File: src/pcsp_pkg.sv
`timescale 1ns / 1ps
package pcsp_pkg;

  localparam int unsigned CharBits   = 8;
  localparam int unsigned ArgBits    = 32;
  localparam int unsigned WidthBits  = 31;
  localparam int unsigned PrecBits   = 32;
  localparam int unsigned LenBits    = 3;
  localparam int unsigned QueueDepth = 2;
  localparam int unsigned PtrBits    = $clog2(QueueDepth);

  localparam logic [LenBits-1:0] LenNone = 3'd0;
  localparam logic [LenBits-1:0] LenHh   = 3'd1;
  localparam logic [LenBits-1:0] LenH    = 3'd2;
  localparam logic [LenBits-1:0] LenLl   = 3'd3;
  localparam logic [LenBits-1:0] LenL    = 3'd4;

  localparam logic [CharBits-1:0] ChMinus = 8'h2D;
  localparam logic [CharBits-1:0] ChPlus  = 8'h2B;
  localparam logic [CharBits-1:0] ChSpace = 8'h20;
  localparam logic [CharBits-1:0] ChHash  = 8'h23;
  localparam logic [CharBits-1:0] ChZero  = 8'h30;
  localparam logic [CharBits-1:0] ChOne   = 8'h31;
  localparam logic [CharBits-1:0] ChNine  = 8'h39;
  localparam logic [CharBits-1:0] ChStar  = 8'h2A;
  localparam logic [CharBits-1:0] ChDot   = 8'h2E;
  localparam logic [CharBits-1:0] ChLowH  = 8'h68;
  localparam logic [CharBits-1:0] ChLowL  = 8'h6C;

  typedef enum logic [3:0] {
    ClsMinus,
    ClsPlus,
    ClsSpace,
    ClsHash,
    ClsZero,
    ClsStar,
    ClsDigit,
    ClsDot,
    ClsH,
    ClsL,
    ClsOther
  } char_class_e;

  typedef struct packed {
    logic [CharBits-1:0]       character;
    logic signed [ArgBits-1:0] star_argument;
  } in_word_t;

  typedef struct packed {
    logic                       left_justify;
    logic                       force_sign;
    logic                       space_sign;
    logic                       alternate_form;
    logic                       zero_pad;
    logic [WidthBits-1:0]       field_width;
    logic signed [PrecBits-1:0] precision_value;
    logic [LenBits-1:0]         length_code;
    logic [CharBits-1:0]        specifier;
  } out_word_t;

  typedef struct packed {
    char_class_e          cls;
    logic [CharBits-1:0]  character;
    logic                 star_neg;
    logic [WidthBits-1:0] star_mag;
  } item_t;

endpackage

File: src/pcsp_front.sv
`timescale 1ns / 1ps
module pcsp_front #(
  parameter int unsigned NUMBER_BITS = 31
) (
  input  pcsp_pkg::in_word_t word_i,
  output pcsp_pkg::item_t    item_o
);

  localparam int unsigned MagBits = pcsp_pkg::ArgBits + 1;

  pcsp_pkg::char_class_e    cls;
  logic [MagBits-1:0]       mag;
  logic [NUMBER_BITS-1:0]   mag_sat;

  always_comb begin
    case (word_i.character)
      pcsp_pkg::ChMinus: cls = pcsp_pkg::ClsMinus;
      pcsp_pkg::ChPlus:  cls = pcsp_pkg::ClsPlus;
      pcsp_pkg::ChSpace: cls = pcsp_pkg::ClsSpace;
      pcsp_pkg::ChHash:  cls = pcsp_pkg::ClsHash;
      pcsp_pkg::ChZero:  cls = pcsp_pkg::ClsZero;
      pcsp_pkg::ChStar:  cls = pcsp_pkg::ClsStar;
      pcsp_pkg::ChDot:   cls = pcsp_pkg::ClsDot;
      pcsp_pkg::ChLowH:  cls = pcsp_pkg::ClsH;
      pcsp_pkg::ChLowL:  cls = pcsp_pkg::ClsL;
      default: begin
        if (word_i.character >= pcsp_pkg::ChOne && word_i.character <= pcsp_pkg::ChNine) begin
          cls = pcsp_pkg::ClsDigit;
        end else begin
          cls = pcsp_pkg::ClsOther;
        end
      end
    endcase
  end

  always_comb begin
    if (word_i.star_argument[pcsp_pkg::ArgBits-1]) begin
      mag = {1'b0, ~word_i.star_argument} + MagBits'(1);
    end else begin
      mag = {1'b0, word_i.star_argument};
    end
    if (|mag[MagBits-1:NUMBER_BITS]) begin
      mag_sat = {NUMBER_BITS{1'b1}};
    end else begin
      mag_sat = mag[NUMBER_BITS-1:0];
    end
  end

  assign item_o.cls       = cls;
  assign item_o.character = word_i.character;
  assign item_o.star_neg  = word_i.star_argument[pcsp_pkg::ArgBits-1];
  assign item_o.star_mag  = pcsp_pkg::WidthBits'(mag_sat);

endmodule

File: src/pcsp_fifo.sv
`timescale 1ns / 1ps
module pcsp_fifo (
  input  logic            clk_i,
  input  logic            rst_ni,
  input  logic            push_i,
  input  pcsp_pkg::item_t item_i,
  output logic            full_o,
  input  logic            pop_i,
  output logic            valid_o,
  output pcsp_pkg::item_t item_o
);

  pcsp_pkg::item_t                 mem_q [pcsp_pkg::QueueDepth];
  logic [pcsp_pkg::PtrBits-1:0]    wr_ptr_q;
  logic [pcsp_pkg::PtrBits-1:0]    rd_ptr_q;
  logic [pcsp_pkg::PtrBits:0]      count_q;
  logic [pcsp_pkg::PtrBits:0]      count_d;

  assign full_o  = (count_q == (pcsp_pkg::PtrBits + 1)'(pcsp_pkg::QueueDepth));
  assign valid_o = (count_q != '0);
  assign item_o  = mem_q[rd_ptr_q];

  always_comb begin
    count_d = count_q;
    if (push_i && !(pop_i && valid_o)) begin
      count_d = count_q + 1'b1;
    end else if (!push_i && pop_i && valid_o) begin
      count_d = count_q - 1'b1;
    end
  end

  always_ff @(posedge clk_i or negedge rst_ni) begin
    if (!rst_ni) begin
      wr_ptr_q <= '0;
      rd_ptr_q <= '0;
      count_q  <= '0;
    end else begin
      count_q <= count_d;
      if (push_i) begin
        wr_ptr_q <= wr_ptr_q + 1'b1;
      end
      if (pop_i && valid_o) begin
        rd_ptr_q <= rd_ptr_q + 1'b1;
      end
    end
  end

  always_ff @(posedge clk_i) begin
    if (push_i) begin
      mem_q[wr_ptr_q] <= item_i;
    end
  end

endmodule

File: src/pcsp_back.sv
`timescale 1ns / 1ps
module pcsp_back #(
  parameter int unsigned NUMBER_BITS = 31
) (
  input  logic                clk_i,
  input  logic                rst_ni,
  input  logic                item_valid_i,
  input  pcsp_pkg::item_t     item_i,
  output logic                pop_o,
  output logic                out_valid_o,
  input  logic                out_stall_i,
  output pcsp_pkg::out_word_t out_word_o
);

  localparam int unsigned MacBits = NUMBER_BITS + 4;

  localparam logic [3:0] PhFlags   = 4'd0;
  localparam logic [3:0] PhWDigits = 4'd1;
  localparam logic [3:0] PhPreDot  = 4'd2;
  localparam logic [3:0] PhDot     = 4'd3;
  localparam logic [3:0] PhPDigits = 4'd4;
  localparam logic [3:0] PhLen     = 4'd5;
  localparam logic [3:0] PhHOne    = 4'd6;
  localparam logic [3:0] PhHTwo    = 4'd7;
  localparam logic [3:0] PhLOne    = 4'd8;
  localparam logic [3:0] PhLTwo    = 4'd9;

  localparam int unsigned FbMinus = 0;
  localparam int unsigned FbPlus  = 1;
  localparam int unsigned FbSpace = 2;
  localparam int unsigned FbHash  = 3;
  localparam int unsigned FbZero  = 4;

  logic [3:0]                     phase_q, phase_d;
  logic [4:0]                     flags_q, flags_d;
  logic [NUMBER_BITS-1:0]         width_q, width_d;
  logic [NUMBER_BITS-1:0]         prec_q, prec_d;
  logic                           prec_none_q, prec_none_d;
  logic [pcsp_pkg::LenBits-1:0]   len_q, len_d;
  logic                           out_valid_q;
  pcsp_pkg::out_word_t            out_word_q, out_word_d;

  logic [3:0]                     p;
  logic                           taken;
  logic                           emit;
  logic                           is_digit;
  logic [NUMBER_BITS-1:0]         mac_base;
  logic [MacBits-1:0]             mac_full;
  logic [NUMBER_BITS-1:0]         mac_sum;
  logic [NUMBER_BITS-1:0]         star_val;

  assign pop_o       = item_valid_i && (!out_valid_q || !out_stall_i);
  assign out_valid_o = out_valid_q;
  assign out_word_o  = out_word_q;

  assign is_digit = (item_i.cls == pcsp_pkg::ClsDigit) || (item_i.cls == pcsp_pkg::ClsZero);
  assign star_val = item_i.star_mag[NUMBER_BITS-1:0];

  // One shared multiply-by-ten step serves both number phases.
  always_comb begin
    if (phase_q == PhWDigits) begin
      mac_base = width_q;
    end else if (phase_q == PhPDigits) begin
      mac_base = prec_q;
    end else begin
      mac_base = '0;
    end
    mac_full = MacBits'({mac_base, 3'b000}) + MacBits'({mac_base, 1'b0})
             + MacBits'(item_i.character[3:0]);
    if (|mac_full[MacBits-1:NUMBER_BITS]) begin
      mac_sum = {NUMBER_BITS{1'b1}};
    end else begin
      mac_sum = mac_full[NUMBER_BITS-1:0];
    end
  end

  always_comb begin
    phase_d     = phase_q;
    flags_d     = flags_q;
    width_d     = width_q;
    prec_d      = prec_q;
    prec_none_d = prec_none_q;
    len_d       = len_q;
    p           = phase_q;
    taken       = 1'b0;
    emit        = 1'b0;
    out_word_d  = out_word_q;

    if (p == PhFlags) begin
      taken = 1'b1;
      case (item_i.cls)
        pcsp_pkg::ClsMinus: flags_d[FbMinus] = 1'b1;
        pcsp_pkg::ClsPlus:  flags_d[FbPlus]  = 1'b1;
        pcsp_pkg::ClsSpace: flags_d[FbSpace] = 1'b1;
        pcsp_pkg::ClsHash:  flags_d[FbHash]  = 1'b1;
        pcsp_pkg::ClsZero:  flags_d[FbZero]  = 1'b1;
        pcsp_pkg::ClsStar: begin
          if (item_i.star_neg) begin
            flags_d[FbMinus] = 1'b1;
          end
          width_d = star_val;
          phase_d = PhPreDot;
        end
        pcsp_pkg::ClsDigit: begin
          width_d = mac_sum;
          phase_d = PhWDigits;
        end
        default: begin
          taken = 1'b0;
          p     = PhPreDot;
        end
      endcase
    end

    if (!taken && p == PhWDigits) begin
      if (is_digit) begin
        width_d = mac_sum;
        taken   = 1'b1;
      end else begin
        p = PhPreDot;
      end
    end

    if (!taken && p == PhPreDot) begin
      if (item_i.cls == pcsp_pkg::ClsDot) begin
        prec_d      = '0;
        prec_none_d = 1'b0;
        phase_d     = PhDot;
        taken       = 1'b1;
      end else begin
        prec_none_d = 1'b1;
        p           = PhLen;
      end
    end

    if (!taken && p == PhDot) begin
      if (item_i.cls == pcsp_pkg::ClsStar) begin
        prec_d      = star_val;
        prec_none_d = item_i.star_neg;
        phase_d     = PhLen;
        taken       = 1'b1;
      end else if (is_digit) begin
        prec_d      = mac_sum;
        prec_none_d = 1'b0;
        phase_d     = PhPDigits;
        taken       = 1'b1;
      end else begin
        p = PhLen;
      end
    end

    if (!taken && p == PhPDigits) begin
      if (is_digit) begin
        prec_d = mac_sum;
        taken  = 1'b1;
      end else begin
        p = PhLen;
      end
    end

    if (!taken && (p == PhLen || p == PhHOne || p == PhHTwo)) begin
      if (item_i.cls == pcsp_pkg::ClsH && p != PhHTwo) begin
        len_d   = (p == PhLen) ? pcsp_pkg::LenH : pcsp_pkg::LenHh;
        phase_d = (p == PhLen) ? PhHOne : PhHTwo;
        taken   = 1'b1;
      end else if (item_i.cls == pcsp_pkg::ClsL) begin
        len_d   = pcsp_pkg::LenL;
        phase_d = PhLOne;
        taken   = 1'b1;
      end
    end else if (!taken && p == PhLOne) begin
      if (item_i.cls == pcsp_pkg::ClsL) begin
        len_d   = pcsp_pkg::LenLl;
        phase_d = PhLTwo;
        taken   = 1'b1;
      end
    end

    if (!taken) begin
      emit                       = 1'b1;
      out_word_d.left_justify    = flags_q[FbMinus];
      out_word_d.force_sign      = flags_q[FbPlus];
      out_word_d.space_sign      = flags_q[FbSpace] && !flags_q[FbPlus];
      out_word_d.alternate_form  = flags_q[FbHash];
      out_word_d.zero_pad        = flags_q[FbZero] && !flags_q[FbMinus];
      out_word_d.field_width     = pcsp_pkg::WidthBits'(width_q);
      out_word_d.precision_value = prec_none_d ? '1 : pcsp_pkg::PrecBits'(prec_d);
      out_word_d.length_code     = len_q;
      out_word_d.specifier       = item_i.character;
      phase_d                    = PhFlags;
      flags_d                    = '0;
      width_d                    = '0;
      prec_d                     = '0;
      prec_none_d                = 1'b0;
      len_d                      = pcsp_pkg::LenNone;
    end
  end

  always_ff @(posedge clk_i or negedge rst_ni) begin
    if (!rst_ni) begin
      phase_q     <= PhFlags;
      flags_q     <= '0;
      width_q     <= '0;
      prec_q      <= '0;
      prec_none_q <= 1'b0;
      len_q       <= pcsp_pkg::LenNone;
      out_valid_q <= 1'b0;
    end else begin
      if (pop_o) begin
        phase_q     <= phase_d;
        flags_q     <= flags_d;
        width_q     <= width_d;
        prec_q      <= prec_d;
        prec_none_q <= prec_none_d;
        len_q       <= len_d;
        out_valid_q <= emit;
      end else if (!out_stall_i) begin
        out_valid_q <= 1'b0;
      end
    end
  end

  always_ff @(posedge clk_i) begin
    if (pop_o && emit) begin
      out_word_q <= out_word_d;
    end
  end

endmodule

File: src/printf_conversion_spec_parser.sv
// Conversion specification parser for formatted output.
// Input channel: one word per character after the percent sign, with the next
// integer argument beside it, on in_valid_i / in_stall_o / in_word_i. A word is
// taken at a rising edge with in_valid_i high and in_stall_o low.
// Output channel: out_valid_o / out_stall_i / out_word_o carries one word per
// completed specification, holding flags, width, precision, length and the
// specifier character. Characters that only extend a specification give none.
// Throughput is one input word per cycle while in_stall_o is low. A result
// reaches out_valid_o by way of a two-entry queue, from which the phase
// sequencer loads the output register. The per-character step is one
// multiply by ten with saturation.
// While out_stall_i holds back a valid output word, that word holds, the
// sequencer stops taking characters, and the queue fills; in_stall_o rises
// when it is full.
// Reset clears the queue, the output valid flag and the parse state, leaving
// the block in the flag phase with no flags, zero width and no length.
`timescale 1ns / 1ps
module printf_conversion_spec_parser #(
  parameter int unsigned NUMBER_BITS = 31
) (
  input  logic                clk_i,
  input  logic                rst_ni,
  input  logic                in_valid_i,
  output logic                in_stall_o,
  input  pcsp_pkg::in_word_t  in_word_i,
  output logic                out_valid_o,
  input  logic                out_stall_i,
  output pcsp_pkg::out_word_t out_word_o
);

  pcsp_pkg::item_t front_item;
  pcsp_pkg::item_t queue_item;
  logic            queue_full;
  logic            queue_valid;
  logic            queue_pop;
  logic            queue_push;

  assign in_stall_o = queue_full;
  assign queue_push = in_valid_i && !queue_full;

  pcsp_front #(
    .NUMBER_BITS(NUMBER_BITS)
  ) u_front (
    .word_i(in_word_i),
    .item_o(front_item)
  );

  pcsp_fifo u_fifo (
    .clk_i  (clk_i),
    .rst_ni (rst_ni),
    .push_i (queue_push),
    .item_i (front_item),
    .full_o (queue_full),
    .pop_i  (queue_pop),
    .valid_o(queue_valid),
    .item_o (queue_item)
  );

  pcsp_back #(
    .NUMBER_BITS(NUMBER_BITS)
  ) u_back (
    .clk_i       (clk_i),
    .rst_ni      (rst_ni),
    .item_valid_i(queue_valid),
    .item_i      (queue_item),
    .pop_o       (queue_pop),
    .out_valid_o (out_valid_o),
    .out_stall_i (out_stall_i),
    .out_word_o  (out_word_o)
  );

endmodule

File: config.mk
export PLATFORM = sky130hd
export DESIGN_NAME = printf_conversion_spec_parser
export DESIGN_NICKNAME = d
export VERILOG_FILES = /design/src/pcsp_pkg.sv /design/src/pcsp_front.sv /design/src/pcsp_fifo.sv /design/src/pcsp_back.sv /design/src/printf_conversion_spec_parser.sv
export SDC_FILE = /design/constraint.sdc
export NUM_CORES = 1
export LEC_CHECK = 0
export ABC_AREA = 1
export BUFFER_PORTS_ARGS = -buffer_cell sky130_fd_sc_hd__buf_2
export CAP_MARGIN = 0
export CORE_ASPECT_RATIO = 2
export CORE_MARGIN = 3
export CORE_UTILIZATION = 65
export CTS_BUF_LIST = sky130_fd_sc_hd__clkbuf_4
export DETAILED_ROUTE_END_ITERATION = 8
export GPL_ROUTABILITY_DRIVEN = 0
export PLACE_DENSITY_LB_ADDON = 0.3
export SLEW_MARGIN = 40
export SYNTH_ARGS = -nofsm -noshare
export SYNTH_HDL_FRONTEND = slang
export SYNTH_SLANG_ARGS = --single-unit
File: constraint.sdc
create_clock -name clk_i -period 13.3 [get_ports clk_i]
set_clock_uncertainty 0.1 [all_clocks]
set_input_delay 2.66 -clock clk_i [delete_from_list [all_inputs] [get_ports clk_i]]
set_output_delay 2.66 -clock clk_i [all_outputs]
set_load 0.05 [all_outputs]
Word-level counts from Yosys, hierarchy flattened

Memories as Yosys holds them, arrays and structs flattened.
Cells that the tools add are included.
W data, S select, Z words.

Logic and storage cells: 213
Output and inout port bits: 81
Bits of input ports: 44
Bits in read-only memories: 0
Register bits: 159
Latch bits: 0
Memory bits (writable): 88
Memories kept: 1

Memory list:

| name         | depth | width | read ports | clocked after memory_dff | wr ports | line            | source |
|---|---|---|---|---|---|---|---|
| u_fifo.mem_q | 2     | 44    | 1          | 0                        | 1        | pcsp_fifo.sv:13 | `pcsp_pkg::item_t mem_q [pcsp_pkg::QueueDepth];` |

Multiply operators: 0
Bitwise gates (word level): 2
Div/mod/pow operators: 0
Equality and inequality tests: 41
Reduce and logical (&&, ||, !) cells: 47
Multiplexer cells: 89
$add $sub $neg: 7
Order comparisons: 2
Shifts and indexed selects: 0

Operators by type and width:

| operator                | number |
|---|---|
| $mux W31                | 16 |
| $mux W4                 | 24 |
| $pmux W31 S2            | 1 |
| $eq A8 B6 Y1 const B    | 7 |
| $eq A4 B3 Y1 const B    | 9 |
| $pmux W4 S9             | 1 |
| $add A34 B32 Y35        | 1 |
| $add A35 B4 Y35         | 1 |
| $add A32 B1 Y33 const B | 1 |
| $mux W33                | 1 |
| $mux W1                 | 32 |
| $mux W32                | 1 |
| $not A32 Y32            | 1 |
| $mux W3                 | 6 |
| $logic_and A1 B1 Y1     | 17 |
| $eq A4 B2 Y1 const B    | 4 |
| $eq A8 B7 Y1 const B    | 2 |
| $eq A4 B1 Y1 const B    | 3 |
| $eq A4 B4 Y1 const B    | 3 |
| $logic_not A1 Y1        | 12 |
| $ne A3 B3 Y1 const B    | 4 |
| $reduce_and A3 Y1       | 4 |
| $mux W5                 | 2 |
| $ne A2 B2 Y1 const B    | 5 |
| other kinds (21)        | 30 |

Depth between registers and ports, before layout

Gate-level depths: netlist of the first run.
An unclocked memory read counts as a cell.

Word-level depth: 25
Mapped depth: 30
Gate-level depth less buffers: 28

By module

A second synthesis of the first run with hierarchy kept.

Cell total of the unflattened synthesis: 2282
Area, all modules: 16540.9 um^2

Modules (own cells, without submodules):

| module                        | cells an instance | times used | seq. area each (um^2) | area each (um^2) |
|---|---|---|---|---|
| pcsp_back                     | 1731              | 1          | 4274.1                | 11583.6 |
| pcsp_fifo                     | 255               | 1          | 2742.6                | 3405.8 |
| pcsp_front                    | 294               | 1          | 0.0                   | 1541.5 |
| printf_conversion_spec_parser | 2                 | 1          | 0.0                   | 10.0 |

Worst setup path after synthesis of the first run

No wires, ideal clock.

Path type: input to register
From: input out_stall_i
To: register u_back.out_word_q (netlist bit u_back.out_word_o[0]), enable pin
Path buffers: 1
Library setup time: 433 ps
Stages on the path: 6
Slack: 7824 ps
Data required time: 12767 ps
Arrival: 4944 ps
Cells stage by stage: nand2_1 -> nand2_1 -> inv_1 -> clkbuf_1 -> nand3_1 -> inv_1

Word-level cells in the longest chain between the ends: 5

RTL lines:

| element                            | line                                | source |
|---|---|---|
| start: declaration                 | printf_conversion_spec_parser.sv:27 | `input logic out_stall_i,` |
| $logic_not A1 Y1                   | pcsp_back.sv:52                     | `assign pop_o = item_valid_i && (!out_valid_q \|\| !out_stall_i);` |
| $logic_or A1 B1 Y1                 | pcsp_back.sv:52                     |  |
| $logic_and A1 B1 Y1                | pcsp_back.sv:52                     |  |
| $logic_and A1 B1 Y1                | pcsp_back.sv:224                    | `if (pop_o && emit) begin` |
| $reduce_and A2 Y1 (no source line) | n/a                                 |  |
| end signal: assignment             | pcsp_back.sv:225                    | `out_word_q <= out_word_d;` |
| end: declaration                   | pcsp_back.sv:41                     | `pcsp_pkg::out_word_t out_word_q, out_word_d;` |

Every way passes these cells.
A chain may end at the register's enable or synchronous reset.

Worst setup path in the final report of the first run

From: register u_back.phase_q[0]
To: register u_back.out_word_q (netlist bit u_back.out_word_o[39]) (data pin)

Word-level cells in the longest chain between the ends: 14
Elaborated cells between the ends (all ways): 48
Classes of those cells: add/sub: 2; eq/ne: 6; mux: 30; reduce/logical: 10

RTL lines:

| element                                                   | line             | source |
|---|---|---|
| start: declaration                                        | pcsp_back.sv:34  | `logic [3:0] phase_q, phase_d;` |
| start signal: assignment                                  | pcsp_back.sv:201 | `phase_q <= PhFlags;` |
| start signal: assignment                                  | pcsp_back.sv:210 | `phase_q <= phase_d;` |
| branches (longest 14 deep; another with $add A34 B32 Y35) | n/a              |  |

Parallel ways; which one is timed is not known.

==> results by group, run 1 <==
GRT
  • Number of antenna violations at the first check in global routing: 1
  • Gr ovfl total: 0
  • Maximum number of pins on one net before global-route repair: 88
  • Number of global-route vias before repair: 15400
  • Total routing resource utilization after global routing: 33.7%
  • First-pass GRT wire length: 74.0 mm

Clocking
  • Clock-pin slew on the worst setup and hold paths: around 0.08 ns
  • Num CTS Buffers: 52
  • Buffers from clock root to sink, at most: 3
  • Total of cells resized after clock tree synthesis: 0
  • Hold bufs inserted after CTS: 0
  • TritonCTS clock tree: done
  • Clock latency at the later pin of the worst-skew pair: between 0.7 and 0.8 ns
  • H-Tree Depth: 2
  • Clock Tree Root: sky130_fd_sc_hd__clkbuf_4
  • Buffers inserted by post-CTS timing repair: 0
  • TritonCTS Sinks: around 250

Pwr
  • Power after layout: 4.05 mW
  • Sequential cell fraction of total power: 32.5%
  • VDD IR max: 0.000233 V
  • Internal power contribution: 1.97 mW
  • Areal power density over the cells: between 200 and 250 nW/µm²
  • P_sw: roughly 2.1 mW
  • Leakage Power: 9.04 nW
  • Combinational power share: between 50% and 60%
  • Share of power burned in the clock network: 14.5%
  • Net switching share of the total power: 51.3%

Cells and area
  • Final design utilization: 72.3%
  • Final Instance Count excl. Fillers: 2644
  • Post-layout net count: 2376
  • Layout cells sized above 1: a little over an eighth
  • Area Overhead vs Synth: 9.27%
  • Final design area excluding fillers: 17700 µm²

Placement
  • Placed instance area: 16900 µm²
  • Port Buffers: around 120
  • Post-Place Worst Slack: 7.51 ns
  • Dpl cells: 2545
  • Estimated wirelength of the detail-placed design: 32.6 mm

Logic synthesis
  • Most instantiated flip-flop cell in the synthesis netlist: sky130_fd_sc_hd__edfxtp_1
  • Syn nets: ~2300
  • Cell types with the largest area share after synthesis: sky130_fd_sc_hd__edfxtp_1, sky130_fd_sc_hd__nand2_1, sky130_fd_sc_hd__dfrtp_1, sky130_fd_sc_hd__ha_1, sky130_fd_sc_hd__a21oi_1
  • Cells after Synth: approximately 2200
  • Synthesized area per cell: 7.46 µm²
  • Total of flip-flops plus latches after synthesis: 247
  • Leading area contributor after synthesis: sky130_fd_sc_hd__edfxtp_1
  • Async SR Flop Fraction: 32.4%
  • Synth Warn #: 0
  • Cell area after synthesis: about 16000 µm²
  • Number of enable flip-flop cells after synthesis: 167
  • Top-count cell post-synth: sky130_fd_sc_hd__nand2_1
  • Count of unique library cells instantiated by Yosys: 54
  • Area share of the largest cell type after synthesis: 31.0%
  • Most common library cells after synthesis: sky130_fd_sc_hd__nand2_1, sky130_fd_sc_hd__edfxtp_1, sky130_fd_sc_hd__inv_1, sky130_fd_sc_hd__a21oi_1, sky130_fd_sc_hd__nor2_1
  • Part of the Yosys area used for sequential elements: ~43%

Critical path
  • CP Data Arrival Time: 6.36 ns
  • Critical path capture point type: register
  • Largest fanout on the critical path: 37
  • Worst setup path endpoint: u_back.out_word_o[39]
  • Reg-to-reg critical path endpoint: u_back.out_word_o[39]
  • Crit-path max cell delay: 0.71 ns
  • Slowest cell on the critical path: sky130_fd_sc_hd__inv_1
  • Required time of the critical path: 13.61 ns
  • Type of origin of the critical path: register
  • Register-to-Register Setup Slack: 7.25 ns
  • Startpoint-to-endpoint class of the critical path: reg -> reg
  • Cells on worst reg2reg path: 25
  • Startpoint of the most critical register-to-register path: u_back.phase_q[0]
  • Kind of cell with the highest combined delay on the critical path: simple AND/OR/NAND/NOR gates
  • Cell mode on critical path: sky130_fd_sc_hd__nand2_1
  • Worst setup path startpoint: u_back.phase_q[0]
  • Buffers and inverters on the worst path: 2
  • WP depth: 25

STA
  • Hold slack: 0.352 ns
  • Remaining max-slew budget at the tightest pin: 39.1%
  • Post-layout min period: 6.05 ns
  • Worst slew pin tran: 0.914 ns
  • Setup repair after global routing missed its margin: no
  • Worst setup slack after layout: 7.25 ns
  • Share of the cycle needed by the critical path after routing: 45.5%
  • Total negative setup slack: 0 ns
  • Fin. max-slew vios: 0
  • Fmax: 0.165 GHz
  • Hold Vio Cnt, Final: 0
  • Setup-failing EPs final: 0

Floorplan
  • Starting density of the core: 66.1%
  • DIE AREA: 26900 µm²
  • Die outline width: 117 µm
  • Vertical die dimension: 229 µm
  • Number of placement rows: a little over 80
  • Core Box Area: 24400 µm²
  • Number of ports placed on the die boundary: between 100 and 150

Drt
  • Residual DRC count: 1
  • 1st-iter DRT viols: 2003
  • Per-cell via count in the routed design: around 6.0
  • Number of routed nets with antenna violations: 0
  • Via Count: 15800
  • Total length of routed wires: 46.1 mm
  • Total iterations of the first detailed-routing run: 9
  • Post-DR wirelength/cell: about 17 µm

Run
  • Maximum Capacitance Violations: 0

Status
  • Status: complete, but fails checks
  • Failing checks: DRC

Min path
  • HP Start: u_back.len_q[2]
  • Type of the tightest min-delay check: reg -> reg
[worst register-to-register path: stages (launching register included)]
cell and delay (ns):
sky130_fd_sc_hd__dfrtp_1 0.45, sky130_fd_sc_hd__nor2_4 0.52, sky130_fd_sc_hd__nand2_1 0.28, sky130_fd_sc_hd__inv_1 0.71
sky130_fd_sc_hd__a22o_1 0.31, sky130_fd_sc_hd__ha_1 0.24, sky130_fd_sc_hd__ha_1 0.25, sky130_fd_sc_hd__fa_1 0.41
sky130_fd_sc_hd__nand3_1 0.09, sky130_fd_sc_hd__nand2_1 0.11, sky130_fd_sc_hd__nand2_1 0.09, sky130_fd_sc_hd__nand2_1 0.11
sky130_fd_sc_hd__nand2_1 0.09, sky130_fd_sc_hd__nand2_1 0.09, sky130_fd_sc_hd__nand2_1 0.10, sky130_fd_sc_hd__nand2_1 0.05
sky130_fd_sc_hd__nand2_1 0.06, sky130_fd_sc_hd__nand2_1 0.08, sky130_fd_sc_hd__nor2_4 0.39, sky130_fd_sc_hd__nand2_2 0.31
sky130_fd_sc_hd__inv_4 0.43, sky130_fd_sc_hd__nand3_1 0.18, sky130_fd_sc_hd__nand2_1 0.09, sky130_fd_sc_hd__nand2_1 0.05
sky130_fd_sc_hd__nand2_1 0.09, sky130_fd_sc_hd__nand3_1 0.07
[power groups by stage]
stage | Clock (mW) | Sequential [mW] | Combinational (mW)
after floorplan | 0 | 1.78 | 1.14
after global placement | 0 | 1.32 | 2.04
after detailed placement | 0 | 1.33 | 2.09
after CTS | 0.594 | 1.31 | 2.10
after global routing | 0.624 | 1.34 | 2.29
final | 0.587 | 1.31 | 2.15
[registers in the layout, indices dropped and copies added (netlist names), 2 cells and up]
name / cells
u_fifo.mem_q: 88
u_back.out_word_o: 79
u_back.prec_q: 31
u_back.flags_q: 5
u_back.width_q: 31
u_fifo.count_q: 2
u_back.len_q: 3
u_back.phase_q: 4
[worst min-delay path by stage]
stage | depth (start not counted) | to | slack (ns)
2_1_floorplan | 0 | u_back.out_word_o[75] | 0.32
3_3_place_gp | 0 | u_back.out_word_o[10] | 0.34
3_5_place_dp | 0 | u_back.out_word_o[10] | 0.34
4_1_cts | 0 | u_back.out_word_o[10] | 0.35
5_1_grt | 0 | u_back.out_word_o[9] | 0.37
6_report | 0 | u_back.out_word_o[10] | 0.35
[area by class of cell]
type | instances | area [µm²]
diodes | 1 | 2.50
clock buffers | 65 | 488
clock inverters | 32 | 189
fillers | 1935 | 6770
inverters | 178 | 677
multi-input cells | 1649 | 8080
flip-flops and latches | 247 | 7020
well taps | 332 | 415
repair buffers | 140 | 787
[per-layer routing]
metal	part of all wire (%)	global-route usage, %
met2	49	57.3
met1	34	37.8
met4	7.0	23.3
met5	0	0
met3	10	6.79
[placed cells by master, fill, tap and decap left out, drive strengths merged, types with 3 or more instances in the layout]
master  count
o211ai      3
buf       140
nor2      160
dfrtp      80
a31oi       3
or2        12
nand3b      6
clkbuf     65
ha         62
nand4      39
nand3     111
xnor2      18
nor3       14
a21oi     147
edfxtp    167
o21ai      63
o22ai       8
nor4        5
nand2     933
o21bai      5
inv       179
clkinv     29
xor2       15
a32o       16
a22o       12
[kinds of logic (layout without fill, tap and decap cells)]
group	after synthesis	after routing	synth area share [%]
other	0	1	0
buffers and inverters	268	415	6.77
muxes	1	1	0.0697
DFF	247	247	43.4
adders and majority gates	64	64	5.05
and+or+nand+nor	1285	1285	33.2
AOI/OAI and AO/OA	266	266	9.67
xor gates and xnor gates	33	33	1.79
No activity file was read; power rests on OpenSTA's default activity.
==> run 2, diff against run 1 <==
--- a/config.mk
+++ b/config.mk
@@ -10,7 +10,7 @@
 export CAP_MARGIN = 0
 export CORE_ASPECT_RATIO = 2
 export CORE_MARGIN = 3
-export CORE_UTILIZATION = 65
+export CORE_UTILIZATION = 57
 export CTS_BUF_LIST = sky130_fd_sc_hd__clkbuf_4
 export DETAILED_ROUTE_END_ITERATION = 8
 export GPL_ROUTABILITY_DRIVEN = 0
==> constraint.sdc (replaced) <==
create_clock -name clk_i -period 5.4 [get_ports clk_i]
set_clock_uncertainty 0.1 [all_clocks]
set_input_delay 1.08 -clock clk_i [delete_from_list [all_inputs] [get_ports clk_i]]
set_output_delay 1.08 -clock clk_i [all_outputs]
set_load 0.05 [all_outputs]
==> run 2 against run 1 <==
  * The flow now finishes without violations
  * Hold slack got worse by 0.063 ns
  * Combinational power grew 150%
  * Sequential power increased by 150%
  * Wire length increased by 4.7%
  * Setup slack got worse by 6.8 ns
  * Count of clock-buffer cells in the layout increased by 11
  * Highest routed layer unchanged
  * Flip-flop and latch count unchanged
  * Total power grew to 2.5 times the previous value
  * Largest power group unchanged
==> results by group, run 2 (synthesis gave the netlist of run 1 again) <==
Clocking
  • Hold bufs inserted after CTS: 0 (unchanged)
  • Clock latency at the later pin of the worst-skew pair: 0.75 ns (was 0.73 ns)
  • TritonCTS clock tree: done (unchanged)
  • TritonCTS Sinks: 247 (unchanged)
  • Clock-pin slew on the worst setup and hold paths: 0.10 ns (was 0.08 ns)
  • Buffers from clock root to sink, at most: 3 (unchanged)
  • Buffers inserted by post-CTS timing repair: 0 (unchanged)
  • Num CTS Buffers: 54 (was 52)
  • Clock Tree Root: sky130_fd_sc_hd__clkbuf_4 (unchanged)
  • Total of cells resized after clock tree synthesis: 0 (unchanged)
  • H-Tree Depth: 2 (unchanged)

Critical path
  • Largest fanout on the critical path: 37 (unchanged)
  • Type of origin of the critical path: register (unchanged)
  • CP Data Arrival Time: 5.28 ns (was 6.36 ns)
  • Startpoint-to-endpoint class of the critical path: reg -> reg (unchanged)
  • Critical path capture point type: register (unchanged)
  • Required time of the critical path: 5.75 ns (was 13.61 ns)

Cells and area
  • Leading cell type in the layout, fill and taps excluded: sky130_fd_sc_hd__nand2_1 (unchanged)
  • Flip-flop count of the largest register after layout: 88 (unchanged)
  • Register area: 7020 µm² (unchanged)
  • Leading cell types in the layout, fill and taps excluded: sky130_fd_sc_hd__nand2_1, sky130_fd_sc_hd__edfxtp_1, sky130_fd_sc_hd__inv_1 (unchanged)
  • Area Overhead vs Synth: 10.2% (was 9.27%)
  • Multi-input gate area: 8070 µm² (was 8080 µm²)
  • Most flops, register: u_fifo.mem_q (unchanged)
  • Fill count: 2433 (was 1935)
  • Layout cells sized above 1: 14.0% (was 13.2%)
  • Post-layout net count: 2394 (was 2376)

Pwr
  • Leakage Power: 9.12 nW (was 9.04 nW)
  • Areal power density over the cells: 569 nW/µm² (was 229 nW/µm²)
  • VDD IR max: 0.000423 V (was 0.000233 V)

Drt
  • Per-cell via count in the routed design: 5.91 (was 5.99)
  • Post-DR wirelength/cell: 18.0 µm (was 17.5 µm)
  • Total iterations of the first detailed-routing run: 9 (unchanged)
  • Total length of routed wires: 48.3 mm (was 46.1 mm)
  • Residual DRC count: 0 (was 1)
  • Via Count: 15800 (about the same)
  • Number of routed nets with antenna violations: 0 (unchanged)
  • 1st-iter DRT viols: 1420 (was 2003)

STA
  • Setup repair after global routing missed its margin: no (unchanged)
  • Worst slew pin tran: 0.865 ns (was 0.914 ns)
  • Post-layout min period: 4.93 ns (was 6.05 ns)
  • Setup-failing EPs final: 0 (unchanged)
  • Remaining max-slew budget at the tightest pin: 42.2% (was 39.1%)
  • Fmax: 0.203 GHz (was 0.165 GHz)
  • Hold slack: 0.290 ns (was 0.352 ns)
  • Fin. max-slew vios: 0 (unchanged)
  • Share of the cycle needed by the critical path after routing: 91.3% (was 45.5%)
  • Total negative setup slack: 0 ns (unchanged)
  • Hold Vio Cnt, Final: 0 (unchanged)

Floorplan
  • Die outline width: 125 µm (was 117 µm)
  • Vertical die dimension: 244 µm (was 229 µm)
  • DIE AREA: 30500 µm² (was 26900 µm²)
  • Number of ports placed on the die boundary: 125 (unchanged)
  • Number of placement rows: 86 (was 81)
  • Starting density of the core: 58.2% (was 66.1%)
  • Core Box Area: 27800 µm² (was 24400 µm²)

Min path
  • Type of the tightest min-delay check: in -> async (was reg -> reg)

GRT
  • Total routing resource utilization after global routing: 30.7% (was 33.7%)
  • Gr ovfl total: 0 (unchanged)
  • First-pass GRT wire length: 75.6 mm (was 74.0 mm)
  • Number of antenna violations at the first check in global routing: 1 (unchanged)
  • Maximum number of pins on one net before global-route repair: 66 (was 88)
  • Number of global-route vias before repair: 15200 (was 15400)

Status
  • Status: finished clean (was complete, but fails checks)

Placement
  • Port Buffers: 124 (unchanged)
  • Estimated wirelength of the detail-placed design: 34.9 mm (was 32.6 mm)

Run
  • Maximum Capacitance Violations: 0 (unchanged)
==> run 2: routing by layer <==
metal | global-route usage [%] | share of wire, %
met5 | 0 | 0
met2 | 53.0 | 48
met1 | 33.2 | 33
met3 | 5.84 | 10
met4 | 22.6 | 8.7
==> run 2: worst max-delay path, stage by stage (launching register included) <==
cell and delay, ns:
sky130_fd_sc_hd__dfrtp_1 0.42, sky130_fd_sc_hd__inv_2 0.16, sky130_fd_sc_hd__nor2_4 0.05, sky130_fd_sc_hd__nand2_1 0.22, sky130_fd_sc_hd__inv_1 0.22, sky130_fd_sc_hd__buf_4 0.23, sky130_fd_sc_hd__a22o_1 0.27, sky130_fd_sc_hd__ha_1 0.30
sky130_fd_sc_hd__ha_1 0.38, sky130_fd_sc_hd__nand2_1 0.15, sky130_fd_sc_hd__inv_1 0.06, sky130_fd_sc_hd__a21oi_1 0.27, sky130_fd_sc_hd__nand2_1 0.14, sky130_fd_sc_hd__a21oi_1 0.25, sky130_fd_sc_hd__nand2_1 0.09, sky130_fd_sc_hd__nand2_1 0.06
sky130_fd_sc_hd__nand2_1 0.08, sky130_fd_sc_hd__nor2_4 0.12, sky130_fd_sc_hd__nand2_2 0.21, sky130_fd_sc_hd__inv_4 0.40, sky130_fd_sc_hd__nand3_1 0.18, sky130_fd_sc_hd__nand2_1 0.10, sky130_fd_sc_hd__nand2_1 0.05, sky130_fd_sc_hd__nand2_1 0.07
sky130_fd_sc_hd__nand3_1 0.07
==> run 2: layout make-up <==
| type | instances | share of cell area, % |
|---|---|---|
| Antenna cell | 1 | 0.0141 |
| Clock buffer | 76 | 3.21 |
| Clock inverter | 23 | 0.886 |
| Inverter | 178 | 3.81 |
| Multi-Input combinational cell | 1649 | 45.3 |
| Sequential cell | 247 | 39.4 |
| Tap cell | 352 | 2.47 |
| Timing Repair Buffer | 156 | 4.85 |
==> run 2: path summary, 6_finish.rpt <==
| check | startpoint | endpoint | slack [ns] | depth (start not counted) |
|---|---|---|---|---|
| max in group asynchronous | rst_ni | u_back.prec_q[20] | 3.91 | 2 |
| min in group clk_i | u_back.len_q[2] | u_back.out_word_o[10] | 0.33 | 0 |
| max | u_back.phase_q[2] | u_back.out_word_o[39] | 0.47 | 24 |
| min reg2reg | u_back.len_q[2] | u_back.out_word_o[10] | 0.33 | 0 |
| min | rst_ni | u_back.width_q[7] | 0.29 | 1 |
| max reg2reg | u_back.phase_q[2] | u_back.out_word_o[39] | 0.47 | 24 |
==> run 2: report_power, final <==
part / total, mW / internal [mW] / switching, mW
clock: 1.52 / 0.755 / 0.767
sequential: 3.26 / 2.97 / 0.287
combinational: 5.34 / 1.24 / 4.10
total: 10.1 / 4.96 / 5.16
==> run 2: per-stage QoR <==
stage | instances | instance area [µm²] | setup slack [ns] | power, mW | util, %
floorplan | 2164 | 16200 | 1.03 | 7.17 | -
global placement | 2582 | 17100 | 0.663 | 8.40 | 61.5
detailed placement | 2582 | 17100 | 0.541 | 8.54 | 61.5
CTS | 2681 | 17800 | 0.532 | 10.1 | 64.1
global route | 2682 | 17800 | 0.178 | 10.7 | 64.1
finish | 2682 | 17800 | 0.472 | 10.1 | 64.1
